`src/stb_pkg.sv`:
```
// ----------------------------------------------------------------------------
// stb_pkg
// shared types and constants of the three stage audio timer bank
// ----------------------------------------------------------------------------
package stb_pkg;

  localparam int NUM_TIMERS    = 3;
  localparam int FAST_TIMER    = 2;
  localparam int FREQ_SLOW_DEF = 192;
  localparam int FREQ_FAST_DEF = 24;

  localparam int ACC_W  = 8;
  localparam int STEP_W = 5;
  localparam int DIV_W  = 8;
  localparam int CNT_W  = 4;
  localparam int MASK_W = 3;
  localparam int CFG_IDX_W  = 3;
  localparam int CFG_DATA_W = 8;

  typedef enum logic [CFG_IDX_W-1:0] {
    CFG_PRESCALE_STEP = 3'd0,
    CFG_GLOBAL_ENABLE = 3'd1,
    CFG_GLOBAL_DISABLE = 3'd2,
    CFG_TIMER_ENABLE  = 3'd3,
    CFG_TARGET0       = 3'd4,
    CFG_TARGET1       = 3'd5,
    CFG_TARGET2       = 3'd6
  } cfg_idx_t;

  typedef struct packed {
    logic              adv;
    logic              gate_open;
    logic              div_en;
    logic [STEP_W-1:0] step;
    logic [DIV_W-1:0]  target;
  } tmr_ctrl_t;

endpackage

```
`src/stb_if.sv`:
```
// ----------------------------------------------------------------------------
// stb_if
// valid/ready channels of the timer bank: tick input and count result
// ----------------------------------------------------------------------------
interface stb_in_if;
  logic valid;
  logic ready;
  logic tick;

  modport source (output valid, output tick, input ready);
  modport sink (input valid, input tick, output ready);
endinterface

interface stb_out_if;
  logic       valid;
  logic       ready;
  logic [3:0] count_timer0;
  logic [3:0] count_timer1;
  logic [3:0] count_timer2;

  modport source (output valid, output count_timer0, output count_timer1,
                  output count_timer2, input ready);
  modport sink (input valid, input count_timer0, input count_timer1,
                input count_timer2, output ready);
endinterface

```
`src/stb_timer.sv`:
```
// ----------------------------------------------------------------------------
// stb_timer
// one timer: prescale accumulator, gated stage line, divider, output counter
// ----------------------------------------------------------------------------
module stb_timer
  import stb_pkg::*;
#(
  parameter int FREQ = FREQ_SLOW_DEF
) (
  input  logic             clk,
  input  logic             rst_n,
  input  tmr_ctrl_t        ctrl,
  output logic [CNT_W-1:0] cnt_nxt
);

  localparam logic [ACC_W:0] FREQ_W = (ACC_W+1)'(FREQ);

  logic [ACC_W-1:0] acc_r, acc_nxt;
  logic             toggle_r, toggle_nxt;
  logic             gated_r, gated_nxt;
  logic [DIV_W-1:0] div_r, div_nxt;
  logic [CNT_W-1:0] cnt_r;

  logic [ACC_W:0]   sum;
  logic [ACC_W:0]   diff;
  logic [DIV_W-1:0] div_inc;
  logic             line;

  always_comb begin
    sum        = {1'b0, acc_r} + (ACC_W+1)'(ctrl.step);
    diff       = sum - FREQ_W;
    div_inc    = div_r + DIV_W'(1);
    acc_nxt    = acc_r;
    toggle_nxt = toggle_r;
    gated_nxt  = gated_r;
    div_nxt    = div_r;
    cnt_nxt    = cnt_r;
    line       = 1'b0;
    if (ctrl.adv) begin
      if (sum < FREQ_W) begin
        acc_nxt = sum[ACC_W-1:0];
      end else begin
        acc_nxt    = diff[ACC_W-1:0];
        toggle_nxt = ~toggle_r;
        line       = toggle_nxt & ctrl.gate_open;
        gated_nxt  = line;
        if (gated_r && !line && ctrl.div_en) begin
          if (div_inc == ctrl.target) begin
            div_nxt = '0;
            cnt_nxt = cnt_r + CNT_W'(1);
          end else begin
            div_nxt = div_inc;
          end
        end
      end
    end
  end

  always_ff @(posedge clk) begin
    if (!rst_n) begin
      acc_r    <= '0;
      toggle_r <= 1'b0;
      gated_r  <= 1'b0;
      div_r    <= '0;
      cnt_r    <= '0;
    end else begin
      acc_r    <= acc_nxt;
      toggle_r <= toggle_nxt;
      gated_r  <= gated_nxt;
      div_r    <= div_nxt;
      cnt_r    <= cnt_nxt;
    end
  end

  // state holds without an advancing transaction
  a_hold: assert property (@(posedge clk) disable iff (!rst_n)
    !ctrl.adv |=> $stable(acc_r) && $stable(toggle_r) && $stable(div_r) && $stable(cnt_r))
    else $error("timer state changed without advance");

  // counter only steps by one
  a_cnt_step: assert property (@(posedge clk) disable iff (!rst_n)
    (cnt_nxt != cnt_r) |-> (cnt_nxt == cnt_r + CNT_W'(1)) && (div_nxt == '0))
    else $error("output counter stepped wrongly");

  // gated line is low after an overflow step taken while the gate is closed
  a_gate: assert property (@(posedge clk) disable iff (!rst_n)
    ctrl.adv && !ctrl.gate_open && (sum >= FREQ_W) |=> !gated_r)
    else $error("gated line high with gate closed");

endmodule

```
`src/three_stage_audio_timer_bank.sv`:
```
// ----------------------------------------------------------------------------
// three_stage_audio_timer_bank
// three prescaled timers with gated stage lines, dividers and 4-bit counters
// ----------------------------------------------------------------------------
// in_if carries one tick per transaction; tick = 1 advances all three timers
// by one step, tick = 0 only reports the counts. every input transaction
// yields exactly one out_if transaction with the three 4-bit counts after it.
// an accepted transaction passes the input register, then one pass of the
// timer logic into the result register, which drives out_if.valid; a stall
// on out_if can hold it in the input register. one transaction per cycle,
// set by the single pass, while out_if.ready does not hold the flow.
// when out_if.ready is low a full result register holds, the input register
// still accepts one more transaction, and in_if.ready drops once both are
// full. cfg_we writes register cfg_idx with cfg_data at a clock edge; index 7
// is ignored. write configuration only while the bank is idle.
// reset (rst_n low, synchronous) clears all timer state, both pipeline valid
// bits, and loads the register defaults: step 1, global enable set,
// global disable clear, timer enables clear, all targets 0 (meaning 256).
// ----------------------------------------------------------------------------
module three_stage_audio_timer_bank
  import stb_pkg::*;
#(
  parameter int FREQ_SLOW = FREQ_SLOW_DEF,
  parameter int FREQ_FAST = FREQ_FAST_DEF
) (
  input  logic                  clk,
  input  logic                  rst_n,
  stb_in_if.sink                in_if,
  stb_out_if.source             out_if,
  input  logic                  cfg_we,
  input  logic [CFG_IDX_W-1:0]  cfg_idx,
  input  logic [CFG_DATA_W-1:0] cfg_data
);

  logic [STEP_W-1:0] step_r;
  logic              gen_r;
  logic              gdis_r;
  logic [MASK_W-1:0] ten_r;
  logic [DIV_W-1:0]  target_r [NUM_TIMERS];

  logic              in_v_r;
  logic              tick_r;
  logic              out_v_r;
  logic [CNT_W-1:0]  out_cnt_r [NUM_TIMERS];
  logic [CNT_W-1:0]  cnt_nxt [NUM_TIMERS];

  logic              advance;
  logic              process;

  assign advance     = !out_v_r || out_if.ready;
  assign process     = in_v_r && advance;
  assign in_if.ready = !in_v_r || advance;

  always_ff @(posedge clk) begin
    if (!rst_n) begin
      step_r <= STEP_W'(1);
      gen_r  <= 1'b1;
      gdis_r <= 1'b0;
      ten_r  <= '0;
      for (int i = 0; i < NUM_TIMERS; i++) begin
        target_r[i] <= '0;
      end
    end else if (cfg_we) begin
      unique case (cfg_idx)
        CFG_PRESCALE_STEP:  step_r      <= cfg_data[STEP_W-1:0];
        CFG_GLOBAL_ENABLE:  gen_r       <= cfg_data[0];
        CFG_GLOBAL_DISABLE: gdis_r      <= cfg_data[0];
        CFG_TIMER_ENABLE:   ten_r       <= cfg_data[MASK_W-1:0];
        CFG_TARGET0:        target_r[0] <= cfg_data[DIV_W-1:0];
        CFG_TARGET1:        target_r[1] <= cfg_data[DIV_W-1:0];
        CFG_TARGET2:        target_r[2] <= cfg_data[DIV_W-1:0];
        default: begin
        end
      endcase
    end
  end

  always_ff @(posedge clk) begin
    if (!rst_n) begin
      in_v_r  <= 1'b0;
      out_v_r <= 1'b0;
    end else begin
      if (in_if.ready) begin
        in_v_r <= in_if.valid;
      end
      if (advance) begin
        out_v_r <= in_v_r;
      end
    end
  end

  always_ff @(posedge clk) begin
    if (in_if.valid && in_if.ready) begin
      tick_r <= in_if.tick;
    end
    if (process) begin
      for (int i = 0; i < NUM_TIMERS; i++) begin
        out_cnt_r[i] <= cnt_nxt[i];
      end
    end
  end

  for (genvar g = 0; g < NUM_TIMERS; g++) begin : g_tmr
    tmr_ctrl_t ctrl;

    assign ctrl.adv       = process && tick_r;
    assign ctrl.gate_open = gen_r && !gdis_r;
    assign ctrl.div_en    = ten_r[g];
    assign ctrl.step      = step_r;
    assign ctrl.target    = target_r[g];

    stb_timer #(
      .FREQ ((g == FAST_TIMER) ? FREQ_FAST : FREQ_SLOW)
    ) u_timer (
      .clk     (clk),
      .rst_n   (rst_n),
      .ctrl    (ctrl),
      .cnt_nxt (cnt_nxt[g])
    );
  end

  assign out_if.valid        = out_v_r;
  assign out_if.count_timer0 = out_cnt_r[0];
  assign out_if.count_timer1 = out_cnt_r[1];
  assign out_if.count_timer2 = out_cnt_r[2];

  // a processed transaction always lands in the result register
  a_process: assert property (@(posedge clk) disable iff (!rst_n)
    process |=> out_v_r)
    else $error("processed transaction lost");

  // a stalled input stage keeps its transaction
  a_in_hold: assert property (@(posedge clk) disable iff (!rst_n)
    in_v_r && !advance |=> in_v_r && $stable(tick_r))
    else $error("input stage dropped a stalled transaction");

  // a stalled result stays put
  a_out_hold: assert property (@(posedge clk) disable iff (!rst_n)
    out_v_r && !out_if.ready |=> out_v_r && $stable(out_cnt_r[0])
      && $stable(out_cnt_r[1]) && $stable(out_cnt_r[2]))
    else $error("result changed while stalled");

endmodule

```
`src/flat_wrapper.sv`:
```
// flat-port wrapper written by rule: the top's interface ports become plain ports
module three_stage_audio_timer_bank_flat import stb_pkg::*;
#(
  parameter int FREQ_SLOW = FREQ_SLOW_DEF,
  parameter int FREQ_FAST = FREQ_FAST_DEF
)
  (clk, rst_n, cfg_we, cfg_idx, cfg_data, in_if_valid, in_if_tick, in_if_ready, out_if_valid, out_if_count_timer0, out_if_count_timer1, out_if_count_timer2, out_if_ready);
  stb_in_if in_if_i ();
  stb_out_if out_if_i ();
  input  logic clk;
  input  logic rst_n;
  input  logic cfg_we;
  input  logic [CFG_IDX_W-1:0] cfg_idx;
  input  logic [CFG_DATA_W-1:0] cfg_data;
  input wire logic [$bits(in_if_i.valid)-1:0] in_if_valid;
  input wire logic [$bits(in_if_i.tick)-1:0] in_if_tick;
  output wire logic [$bits(in_if_i.ready)-1:0] in_if_ready;
  output wire logic [$bits(out_if_i.valid)-1:0] out_if_valid;
  output wire logic [$bits(out_if_i.count_timer0)-1:0] out_if_count_timer0;
  output wire logic [$bits(out_if_i.count_timer1)-1:0] out_if_count_timer1;
  output wire logic [$bits(out_if_i.count_timer2)-1:0] out_if_count_timer2;
  input wire logic [$bits(out_if_i.ready)-1:0] out_if_ready;
  assign in_if_i.valid = in_if_valid;
  assign in_if_i.tick = in_if_tick;
  assign in_if_ready = in_if_i.ready;
  assign out_if_valid = out_if_i.valid;
  assign out_if_count_timer0 = out_if_i.count_timer0;
  assign out_if_count_timer1 = out_if_i.count_timer1;
  assign out_if_count_timer2 = out_if_i.count_timer2;
  assign out_if_i.ready = out_if_ready;
  three_stage_audio_timer_bank #(.FREQ_SLOW(FREQ_SLOW), .FREQ_FAST(FREQ_FAST)) u_core (.clk(clk), .rst_n(rst_n), .in_if(in_if_i), .out_if(out_if_i), .cfg_we(cfg_we), .cfg_idx(cfg_idx), .cfg_data(cfg_data));
endmodule
```
`config.mk`:
```
export PLATFORM = sky130hd
export DESIGN_NAME = three_stage_audio_timer_bank_flat
export DESIGN_NICKNAME = d
export VERILOG_FILES = /design/src/stb_pkg.sv /design/src/stb_if.sv /design/src/stb_timer.sv /design/src/three_stage_audio_timer_bank.sv /design/src/flat_wrapper.sv
export SDC_FILE = /design/constraint.sdc
export NUM_CORES = 1
export LEC_CHECK = 0
export BUFFER_PORTS_ARGS = -buffer_cell sky130_fd_sc_hd__buf_2
export CORE_UTILIZATION = 58
export CTS_BUF_LIST = sky130_fd_sc_hd__clkbuf_8
export DETAILED_ROUTE_END_ITERATION = 10
export HOLD_SLACK_MARGIN = 0.06
export PLACE_DENSITY = 0.83
export SYNTH_ARGS = -nofsm -noshare
export SYNTH_HDL_FRONTEND = slang
export SYNTH_SLANG_ARGS = --single-unit
```
`constraint.sdc`:
```
create_clock -name clk -period 3.1 [get_ports clk]
set_input_delay 0.62 -clock clk [delete_from_list [all_inputs] [get_ports clk]]
set_output_delay 0.62 -clock clk [all_outputs]
set_load 0.1 [all_outputs]
```
==> results of run 1 <==
[critical path, stage by stage (launching register included)]
cell      delay [ps]
dfxtp_1          320
buf_4            140
ha_1             190
inv_1             80
fa_1             190
nand2b_1         160
a21oi_1           90
or4b_1           500
a31oi_1          310
nand2_2          240
or4_4            530
a21oi_1          140
[worst paths after layout]
check,from,end,cells after the start
worst max-delay path,u_core.step_r[0],u_core.g_tmr[0].u_timer.cnt_r[3],11
worst min-delay path,in_if_tick,u_core.tick_r,1
worst max register to register,u_core.step_r[0],u_core.g_tmr[0].u_timer.cnt_r[3],11
worst min register to register,u_core.g_tmr[1].u_timer.acc_r[4],u_core.g_tmr[1].u_timer.acc_r[4],2
[cells by family (layout without fill, tap and decap cells)]
| group | after synthesis | count (layout) |
|---|---|---|
| compound gates | 147 | 147 |
| xor+xnor | 49 | 49 |
| fa+ha+maj | 25 | 25 |
| buf+inv | 47 | 102 |
| flops | 115 | 115 |
| mux | 27 | 27 |
| simple gates | 260 | 260 |
[stage by stage]
step | util [%] | cell area, sq um
floorplan | - | 6200
global placement | 63.3 | 6530
detailed placement | 63.3 | 6530
CTS | 67.5 | 6970
global route | 68.1 | 7030
finish | 68.1 | 7030
[cells in the final DEF, fill, tap and decap left out, types with 3 or more instances in the layout]
cell type  instances
a211o_1            3
a211oi_1           9
a21o_1             6
a21oi_1           47
a31oi_1            6
a32o_1             6
and2_1            21
and4_1             4
buf_2             30
buf_4             25
bufinv_16          4
clkbuf_8          19
clkinv_2           3
dfxtp_1           78
edfxtp_1          37
ha_1              19
inv_1             16
mux2i_1           24
nand2_1           76
nand2b_1          12
nand3_1           22
nand4_1            7
nand4b_1           6
nor2_1            60
nor2b_1            6
nor3_1            12
o211ai_1           5
o21a_1             6
o21ai_0           30
o31ai_1            3
or3_1              9
or4_1              3
xnor2_1           30
xor2_1            18
[power groups by stage]
stage | Sequential, mW | Clock, mW | Combinational (mW)
global placement | 1.66 | 0 | 0.261
global route | 1.64 | 1.60 | 0.297
finish | 1.63 | 1.51 | 0.274
floorplan | 1.71 | 0 | 0.154
CTS | 1.63 | 1.52 | 0.272
detailed placement | 1.67 | 0 | 0.269
[area by class of cell]
cell class,instances,share of cell area (%)
clock buffers,19,3.72
clock inverters,13,2.37
inverters,15,0.801
multi-input cells,508,47.9
flip-flops and latches,115,38.0
well taps,136,2.42
repair buffers,55,4.81
[sequential cells by signal, summed over array words and instances (netlist names), 3 cells and up]
name and cells:
u_core.g_tmr.u_timer.acc_r 24, u_core.g_tmr.u_timer.cnt_r 12, u_core.g_tmr.u_timer.div_r 24, u_core.g_tmr.u_timer.gated_r 3
u_core.g_tmr.u_timer.toggle_r 3, u_core.out_cnt_r 12, u_core.step_r 5, u_core.target_r 24
u_core.ten_r 3
[per-layer routing]
layer,wire (um),vias to the layer above,GRT usage (%)
met5,0,-,0
met4,380,0,13.6
met3,655,37,6.25
met2,7100,162,46.4
met1,5870,2479,30.8
li1,-,2486,-
[timing repair]
action,in CTS,in global routing
hold endpoints to repair,0,0
buffers inserted,1,2
endpoints found under the setup margin,6,33
cloned,0,0
pin swaps,0,5
resized for setup,1,10
==> flow_metrics.env, run 1 <==
export IMPL_outcome="completed"
export IMPL_grt_pass1_vias=5154
export IMPL_rows=37
export IMPL_port_buffers=30
export IMPL_yosysTopAreaCell="dfxtp_1"
export IMPL_numCtsBuffers=17
export IMPL_critPathLaunchType="flop"
export IMPL_r2r_slack_ps=160
export IMPL_vdd_ir_drop_max_v=0.000371
export IMPL_die_area_sq_um=11100
export IMPL_holdCritPathClass="in2reg"
export IMPL_fillers=749
export IMPL_synthMuxAreaShare_pct=4.43
export IMPL_placed_cells=826
export IMPL_synth_top_family_by_area="simple AND/OR/NAND/NOR gates"
export IMPL_overflow=0
export IMPL_vias=5164
export IMPL_initial_utilization_pct=59.9
export IMPL_setup_viol=0
export IMPL_core_sq_um=10300
export IMPL_syn_num_nets=712
export IMPL_synthArstFlopShare_pct=0
export IMPL_h_tree_depth=4
export IMPL_slew_headroom_pct=15.8
export IMPL_fin_crit_sh_pct=94.7
export IMPL_cts_root_buf="clkbuf_8"
export IMPL_area_growth_pct=13.7
export IMPL_hold_viol_final=0
export IMPL_grt_use_total_pct=26.8
export IMPL_clkPwrFrac_pct=44.2
export IMPL_tritoncts="built"
export IMPL_p_sw_mw=0.830
export IMPL_grt_pass1_wl_mm=23.4
export IMPL_worstPathArrival_ps=3300
export IMPL_drive_gt1_share_pct=14.6
export IMPL_synth_compound_area_share_pct=15.3
export IMPL_synth_top_cells_by_area="dfxtp_1 (25%), edfxtp_1 (18%), nand2_1 (4.7%)"
export IMPL_die_y_um=105
export IMPL_cp_end_kind="flop"
export IMPL_synth_adder_area_share_pct=5.42
export IMPL_rsz0062_at_grt="no"
export IMPL_totalPowerFinal_mw=3.42
export IMPL_clk_insertion_delay_late_ps=430
export IMPL_tightest_slew_ps=1250
export IMPL_synth_xor_area_share_pct=7.16
export IMPL_final_cell_count_no_fill=861
export IMPL_final_seq_area_sq_um=2670
export IMPL_synth_distinct_cells=70
export IMPL_synth_seq_cells=115
export IMPL_pre_cts_ws_ps=-45.8
export IMPL_synth_edf_count=37
export IMPL_ios=31
export IMPL_antenna_found_initial=0
export IMPL_worstSetupPathType="reg2reg"
export IMPL_finClkSkew_ps=7.88
export IMPL_synthSimpleGateAreaFrac_pct=21.3
export IMPL_cts_hold_buf=0
export IMPL_synth_warnings=0
export IMPL_p_leak_nw=2.69
export IMPL_crit_required_ps=3460
export IMPL_internal_power_mw=2.59
export IMPL_netlist_area_leader_share_pct=25.3
export IMPL_routabilityCongestion=0.867
export IMPL_layout_setup_ws_ps=163
export IMPL_fin_crit_ps=2940
export IMPL_drv_cap=0
export IMPL_cts_max_path_buffers=2
export IMPL_fin_hold_ws_ps=373
export IMPL_vias_per_cell=6.00
export IMPL_cts_reportedPaths_clkPinSlew_ps=70
export IMPL_multi_input_area_sq_um=3370
export IMPL_path_max_fanout=16
export IMPL_postRouteAntennaNets=0
export IMPL_seqPwrFrac_pct=47.8
export IMPL_syn_area_sq_um=6180
export IMPL_p_per_area_nw_per_um2=486
export IMPL_ys_flop_type="dfxtp_1"
export IMPL_synthCells=670
export IMPL_drtPass1Iterations=5
export IMPL_first_iter_violations=373
export IMPL_avgSynthCellArea_sq_um=9.23
export IMPL_p_comb_share_pct=8.0
export IMPL_cts_sinks=115
export IMPL_yosys_cell_count_top_type="dfxtp_1"
export IMPL_drc=0
export IMPL_grt_max_degree=63
export IMPL_dp_final_hpwl_mm=9.61
export IMPL_nets=754
export IMPL_clock_fmax_mhz=341
export IMPL_die_x_um=105
export IMPL_ys_seq_area_share_pct=43.2
export IMPL_setup_tns_ps=0
export IMPL_wl_mm=14.0
export IMPL_n_antenna_cell=0
export IMPL_detail_route_wl_per_cell_um=16.3
export IMPL_sw_frac_of_total_pct=24.3
export IMPL_drv_slew=0
export IMPL_synthTopCellsByCount="dfxtp_1 (78), nand2_1 (77), nor2_1 (61)"
No activity file was read; power rests on OpenSTA's default activity.
==> inputs of run 2 (changes only) <==
--- a/config.mk
+++ b/config.mk
@@ -5,12 +5,13 @@
 export SDC_FILE = /design/constraint.sdc
 export NUM_CORES = 1
 export LEC_CHECK = 0
+export ABC_AREA = 1
 export BUFFER_PORTS_ARGS = -buffer_cell sky130_fd_sc_hd__buf_2
-export CORE_UTILIZATION = 58
+export CORE_UTILIZATION = 62
 export CTS_BUF_LIST = sky130_fd_sc_hd__clkbuf_8
 export DETAILED_ROUTE_END_ITERATION = 10
 export HOLD_SLACK_MARGIN = 0.06
-export PLACE_DENSITY = 0.83
+export PLACE_DENSITY = 0.84
 export SYNTH_ARGS = -nofsm -noshare
 export SYNTH_HDL_FRONTEND = slang
 export SYNTH_SLANG_ARGS = --single-unit
==> constraint.sdc (replaced) <==
create_clock -name clk -period 3.45 [get_ports clk]
set_input_delay 0.69 -clock clk [delete_from_list [all_inputs] [get_ports clk]]
set_output_delay 0.69 -clock clk [all_outputs]
set_load 0.1 [all_outputs]
==> flow_metrics.env, run 2 <==
export IMPL_outcome="completed"
export IMPL_dp_final_hpwl_mm=10.6
export IMPL_ys_flop_type="dfxtp_1"
export IMPL_synth_warnings=0
export IMPL_cts_resized_gates=0
export IMPL_drc=0
export IMPL_drive_gt1_share_pct=12.5
export IMPL_initial_utilization_pct=64.6
export IMPL_layout_setup_ws_ps=500
export IMPL_vias=5844
export IMPL_grt_pass1_wl_mm=24.1
export IMPL_worstSetupPathType="reg2reg"
export IMPL_crit_family="adder cells"
export IMPL_crit_required_ps=3640
export IMPL_tightest_slew_ps=702
export IMPL_clock_fmax_mhz=339
export IMPL_totalPowerFinal_mw=2.87
export IMPL_clk_insertion_delay_late_ps=430
export IMPL_gr_max_usage_layer="met2"
export IMPL_grt_pass1_vias=5559
export IMPL_critPathMaxStageDelay_ps=450
export IMPL_synth_edf_count=37
export IMPL_cp_end_kind="flop"
export IMPL_holdCritPathClass="in2reg"
export IMPL_finClkSkew_ps=13.8
export IMPL_grt_use_total_pct=27.8
export IMPL_netlist_area_leader_share_pct=24.4
export IMPL_rows=36
export IMPL_p_per_area_nw_per_um2=406
export IMPL_overflow=0
export IMPL_n_antenna_cell=0
export IMPL_first_iter_violations=438
export IMPL_ys_seq_area_share_pct=41.7
export IMPL_area_growth_pct=10.4
export IMPL_setup_tns_ps=0
export IMPL_detail_route_wl_per_cell_um=14.0
export IMPL_syn_area_sq_um=6410
export IMPL_postRouteAntennaNets=0
export IMPL_worst_path_buf_inv=5
export IMPL_synth_distinct_cells=40
export IMPL_avgSynthCellArea_sq_um=7.41
export IMPL_drv_slew=0
export IMPL_port_buffers=30
export IMPL_vias_per_cell=5.57
export IMPL_nets=946
export IMPL_final_cell_mix="nand2_1 (225), inv_1 (130), nand3_1 (79), dfxtp_1 (78), a21oi_1 (65)"
export IMPL_rsz0062_at_grt="no"
export IMPL_h_tree_depth=4
export IMPL_fin_crit_sh_pct=85.5
export IMPL_cp_cell_sequence="ha_1 > inv_1 > fa_1 > inv_1 > nand2_1 > nand3_1 > xor2_1 > inv_1 > ha_1 > inv_1 > nand3_2 > nor2_4 > nor2_4 > nand2_2 > nand2_1 > o21ai_2 > inv_1"
export IMPL_min_to="u_core.tick_r"
export IMPL_synthCells=864
export IMPL_pre_cts_ws_ps=523
export IMPL_final_common_cell="nand2_1"
export IMPL_cpMostUsedCell="inv_1"
export IMPL_die_x_um=104
export IMPL_worstPathArrival_ps=3140
export IMPL_path_max_fanout=14
export IMPL_drtPass1Iterations=7
export IMPL_synth_seq_cells=115
export IMPL_post_dp_cell_area_sq_um=6700
export IMPL_rr_startpoint="u_core.step_r[0]"
export IMPL_antenna_found_initial=0
export IMPL_die_area_sq_um=10700
export IMPL_drv_cap=0
export IMPL_cts_sinks=115
export IMPL_fin_crit_ps=2950
export IMPL_slowest_stage="fa_1"
export IMPL_grt_max_degree=35
export IMPL_worstHoldStart="in_if_tick"
export IMPL_largestRegisters="u_core.g_tmr.u_timer.acc_r x24, u_core.g_tmr.u_timer.div_r x24, u_core.target_r x24"
export IMPL_synth_top_cells_by_area="dfxtp_1 (24%), edfxtp_1 (17%), nand2_1 (13%)"
export IMPL_p_leak_nw=3.31
export IMPL_die_y_um=104
export IMPL_vdd_ir_drop_max_v=0.000293
export IMPL_cts_root_buf="clkbuf_8"
export IMPL_r2r_slack_ps=500
export IMPL_syn_num_nets=906
export IMPL_core_sq_um=9910
export IMPL_reg2reg_depth=17
export IMPL_numCtsBuffers=17
export IMPL_synthArstFlopShare_pct=0
export IMPL_grt_use_met1_pct=32.8
export IMPL_gr_usage_met2_pct=48.6
export IMPL_hold_viol_final=0
export IMPL_holdPathStages=1
export IMPL_cts_reportedPaths_clkPinSlew_ps=80
export IMPL_use_met3_pct=5.66
export IMPL_wl_mm=14.6
export IMPL_routabilityCongestion=0.901
export IMPL_setup_viol=0
export IMPL_cts_hold_buf=0
export IMPL_critPathLaunchType="flop"
export IMPL_slew_headroom_pct=53.1
export IMPL_layout_cell_area_non_filler_sq_um=7070
export IMPL_yosys_cell_count_top_type="nand2_1"
export IMPL_ios=31
export IMPL_tritoncts="built"
export IMPL_post_cts_setup_buffers=0
export IMPL_cts_max_path_buffers=2
export IMPL_synthTopCellsByCount="nand2_1 (225), inv_1 (129), nand3_1 (79)"
export IMPL_yosysTopAreaCell="dfxtp_1"
export IMPL_r2r_end="u_core.out_cnt_r[0][9]"
## run 2: cell count changes in the layout (fill, tap and decap cells not counted), sizes merged, moves of 21 or more
cell / previous run / this run
xnor2: 30 / 8
inv: 17 / 136
mux2i: 24 / 0
nand3: 23 / 88
nand2: 78 / 236
and2: 21 / 0
## run 2: how the worst max path moves through the flow
stage / startpoint / end / slack [ps] / cells after the start
2_1_floorplan: u_core.step_r[0] / u_core.out_cnt_r[0][9] / 810 / 17
3_3_place_gp: u_core.step_r[0] / u_core.out_cnt_r[0][9] / 640 / 17
3_5_place_dp: u_core.step_r[0] / u_core.out_cnt_r[0][9] / 520 / 17
4_1_cts: u_core.step_r[0] / u_core.out_cnt_r[0][9] / 510 / 17
5_1_grt: u_core.step_r[0] / u_core.out_cnt_r[0][9] / 240 / 17
6_report: u_core.step_r[0] / u_core.out_cnt_r[0][9] / 500 / 17
## run 2: cell families (layout without fill, tap and decap cells)
kind of cell / count (synthesis) / in the layout / synth area share (%)
flip-flops: 115 / 115 / 41.7
AND/OR/NAND/NOR: 425 / 425 / 30.5
adder cells (fa/ha/maj): 25 / 25 / 5.23
XOR/XNOR: 18 / 18 / 2.46
AO/OA/AOI/OAI: 132 / 132 / 11.1
buffers and inverters: 149 / 202 / 8.96
## run 2: layout make-up
cell class,instances,area [sq um]
sequential,115,2670
clock inverter,13,109
fill,782,2840
inverter,133,499
clock buffer,19,262
tap,133,166
timing repair buffer,37,203
multi-input combinational,600,3160
## run 2: metal layers
| metal | wire, um | vias up |
|---|---|---|
| met5 | 0 | - |
| met4 | 391 | 0 |
| met3 | 1020 | 38 |
| met2 | 7180 | 222 |
| met1 | 6060 | 2690 |
| li1 | - | 2894 |
## run 2: per-stage QoR
step                util [%]  cells  hold WS, ps
floorplan                  -    864          423
global placement        67.6   1018          433
detailed placement      67.6   1018          445
CTS                     71.4   1050          434
global route            71.4   1050          436
finish                  71.4   1050          444
## run 2: report_power, final
| group | internal, mW | total [mW] | switching [mW] |
|---|---|---|---|
| Combinational | 0.0658 | 0.231 | 0.165 |
| Clock | 0.604 | 1.17 | 0.569 |
| Sequential | 1.44 | 1.46 | 0.0261 |
| Total | 2.11 | 2.87 | 0.760 |
==> inputs of run 3 (changes only) <==
--- a/config.mk
+++ b/config.mk
@@ -5,13 +5,12 @@
 export SDC_FILE = /design/constraint.sdc
 export NUM_CORES = 1
 export LEC_CHECK = 0
-export ABC_AREA = 1
 export BUFFER_PORTS_ARGS = -buffer_cell sky130_fd_sc_hd__buf_2
 export CORE_UTILIZATION = 62
 export CTS_BUF_LIST = sky130_fd_sc_hd__clkbuf_8
 export DETAILED_ROUTE_END_ITERATION = 10
 export HOLD_SLACK_MARGIN = 0.06
-export PLACE_DENSITY = 0.84
+export PLACE_DENSITY = 0.85
 export SYNTH_ARGS = -nofsm -noshare
 export SYNTH_HDL_FRONTEND = slang
 export SYNTH_SLANG_ARGS = --single-unit
==> flow_metrics.env, run 3 (synthesized netlist as in run 1, its figures left out) <==
export IMPL_worstPathArrival_ps=3450
export IMPL_vdd_ir_drop_max_v=0.000294
export IMPL_ios=31
export IMPL_critPathMaxStageDelay_ps=450
export IMPL_h_tree_depth=4
export IMPL_worstSetupStartpoint="u_core.step_r[0]"
export IMPL_area_growth_pct=12.1
export IMPL_reg2reg_depth=13
export IMPL_finClkSkew_ps=13.3
export IMPL_postRouteAntennaNets=0
export IMPL_setup_tns_ps=0
export IMPL_crit_required_ps=3630
export IMPL_slew_headroom_pct=52.8
export IMPL_drv_slew=0
export IMPL_post_dp_cell_area_sq_um=6480
export IMPL_initial_utilization_pct=63.6
export IMPL_internal_power_mw=2.35
export IMPL_die_area_sq_um=10400
export IMPL_final_common_cell="dfxtp_1"
export IMPL_drv_cap=0
export IMPL_core_sq_um=9730
export IMPL_r2r_slack_ps=180
export IMPL_p_leak_nw=2.64
export IMPL_grt_use_total_pct=28.9
export IMPL_clk_insertion_delay_late_ps=450
export IMPL_largestRegisters="u_core.g_tmr.u_timer.acc_r x24, u_core.g_tmr.u_timer.div_r x24, u_core.target_r x24"
export IMPL_cts_max_path_buffers=2
export IMPL_cts_root_buf="clkbuf_8"
export IMPL_drc=0
export IMPL_r2r_end="u_core.out_cnt_r[0][11]"
export IMPL_clock_fmax_mhz=306
export IMPL_p_sw_mw=0.744
export IMPL_placed_cells=818
export IMPL_vias_per_cell=5.98
export IMPL_sw_frac_of_total_pct=24.0
export IMPL_cts_reportedPaths_clkPinSlew_ps=70
export IMPL_final_cell_count_no_fill=850
export IMPL_rsz0062_at_grt="no"
export IMPL_nets=746
export IMPL_critPathLaunchType="flop"
export IMPL_overflow=0
export IMPL_rr_startpoint="u_core.step_r[0]"
export IMPL_path_max_fanout=5
export IMPL_p_per_area_nw_per_um2=447
export IMPL_fin_util_pct=71.2
export IMPL_worstSetupPathType="reg2reg"
export IMPL_dp_final_hpwl_mm=9.73
export IMPL_totalPowerFinal_mw=3.10
export IMPL_p_comb_share_pct=7.8
export IMPL_rows=36
export IMPL_fin_crit_sh_pct=94.7
export IMPL_die_y_um=102
export IMPL_numCtsBuffers=17
export IMPL_tightest_slew_ps=707
export IMPL_slowest_stage="fa_1"
export IMPL_drive_gt1_share_pct=12.4
export IMPL_min_to="u_core.tick_r"
export IMPL_vias=5085
export IMPL_cp_cell_sequence="ha_1 > inv_1 > fa_1 > nor2b_1 > o21a_1 > or3_1 > and2_1 > ha_2 > nor4_4 > a21o_1 > nor2_1 > nand4_1 > xnor2_1"
export IMPL_holdCritPathClass="in2reg"
export IMPL_seqPwrFrac_pct=47.4
export IMPL_port_buffers=30
export IMPL_grt_pass1_wl_mm=22.8
export IMPL_outcome="completed"
export IMPL_die_x_um=102
export IMPL_cts_sinks=115
export IMPL_detail_route_wl_per_cell_um=16.5
export IMPL_holdPathStages=1
export IMPL_fin_crit_ps=3270
export IMPL_cp_end_kind="flop"
export IMPL_routabilityCongestion=0.903
export IMPL_layout_cell_area_non_filler_sq_um=6930
export IMPL_clkPwrFrac_pct=44.8
export IMPL_grt_pass1_vias=4946
export IMPL_first_iter_violations=268
export IMPL_n_antenna_cell=0
export IMPL_tritoncts="built"
export IMPL_hold_viol_final=0
export IMPL_antenna_found_initial=0
export IMPL_drtPass1Iterations=5
export IMPL_wl_mm=14.0
export IMPL_setup_viol=0
export IMPL_grt_max_degree=64
export IMPL_final_cell_mix="dfxtp_1 (78), nand2_1 (77), nor2_1 (61), a21oi_1 (47), edfxtp_1 (37)"
export IMPL_worstHoldStart="in_if_tick"
[run 3: cell count changes in the layout (fill, tap and decap cells not counted), moves of 14 or more]
| cell | delta |
|---|---|
| a21oi_1 | -18 |
| and2_1 | +20 |
| inv_1 | -114 |
| mux2i_1 | +24 |
| nand2_1 | -148 |
| nand3_1 | -57 |
| o21ai_0 | -14 |
| xnor2_1 | +22 |
[run 3: stage by stage]
step	setup WS (ps)	hold WS [ps]
after CTS	9.24	419
after global placement	278	444
after floorplan	155	436
after detailed placement	51.0	451
final	183	422
after global routing	60.2	408
[run 3: what timing repair did]
item / 4_1_cts / 5_1_grt
gates resized for setup: 0 / 3
buffers inserted: 0 / 0
hold buffers: 0 / 0
setup endpoints to repair: 0 / 18
[run 3: power groups by stage]
stage	clock network (mW)	registers (mW)	logic [mW]
5_1_grt	1.45	1.47	0.263
3_5_place_dp	0	1.50	0.240
3_3_place_gp	0	1.50	0.231
4_1_cts	1.39	1.47	0.242
2_1_floorplan	0	1.54	0.139
6_report	1.39	1.47	0.243
[run 3: per-layer routing]
metal  up-vias  global-route usage [%]  share of wire (%)
met5         -                       0                  0
met3        26                    6.50                5.0
li1       2477                       -                  -
met4         0                    10.9                1.6
met2       153                    52.3                 52
met1      2429                    33.3                 41
[run 3: critical path: cells and delay by family (launching register included)]
kind	cells	cell delay [ps]
AND/OR/NAND/NOR	6	1060
AO/OA/AOI/OAI	2	390
flip-flops	1	380
XOR/XNOR	1	210
adder cells (fa/ha/maj)	3	900
buffers and inverters	1	60
[run 3: layout make-up]
cell class                      instances  area [sq um]
Clock buffer                           17           234
Clock inverter                         15           196
Fill cell                             706          2800
Inverter                               15          56.3
Multi-Input combinational cell        508          3330
Sequential cell                       115          2670
Tap cell                              133           166
Timing Repair Buffer                   47           278
[run 3: worst max-delay path by stage]
| stage | end | cells past startpoint | slack (ps) |
|---|---|---|---|
| 2_1_floorplan | u_core.out_cnt_r[0][9] | 13 | 160 |
| 3_3_place_gp | u_core.out_cnt_r[0][9] | 12 | 280 |
| 3_5_place_dp | u_core.g_tmr[2].u_timer.cnt_r[1] | 13 | 50 |
| 4_1_cts | u_core.g_tmr[2].u_timer.cnt_r[1] | 13 | 9 |
| 5_1_grt | u_core.g_tmr[2].u_timer.acc_r[5] | 14 | 60 |
| 6_report | u_core.out_cnt_r[0][11] | 13 | 180 |
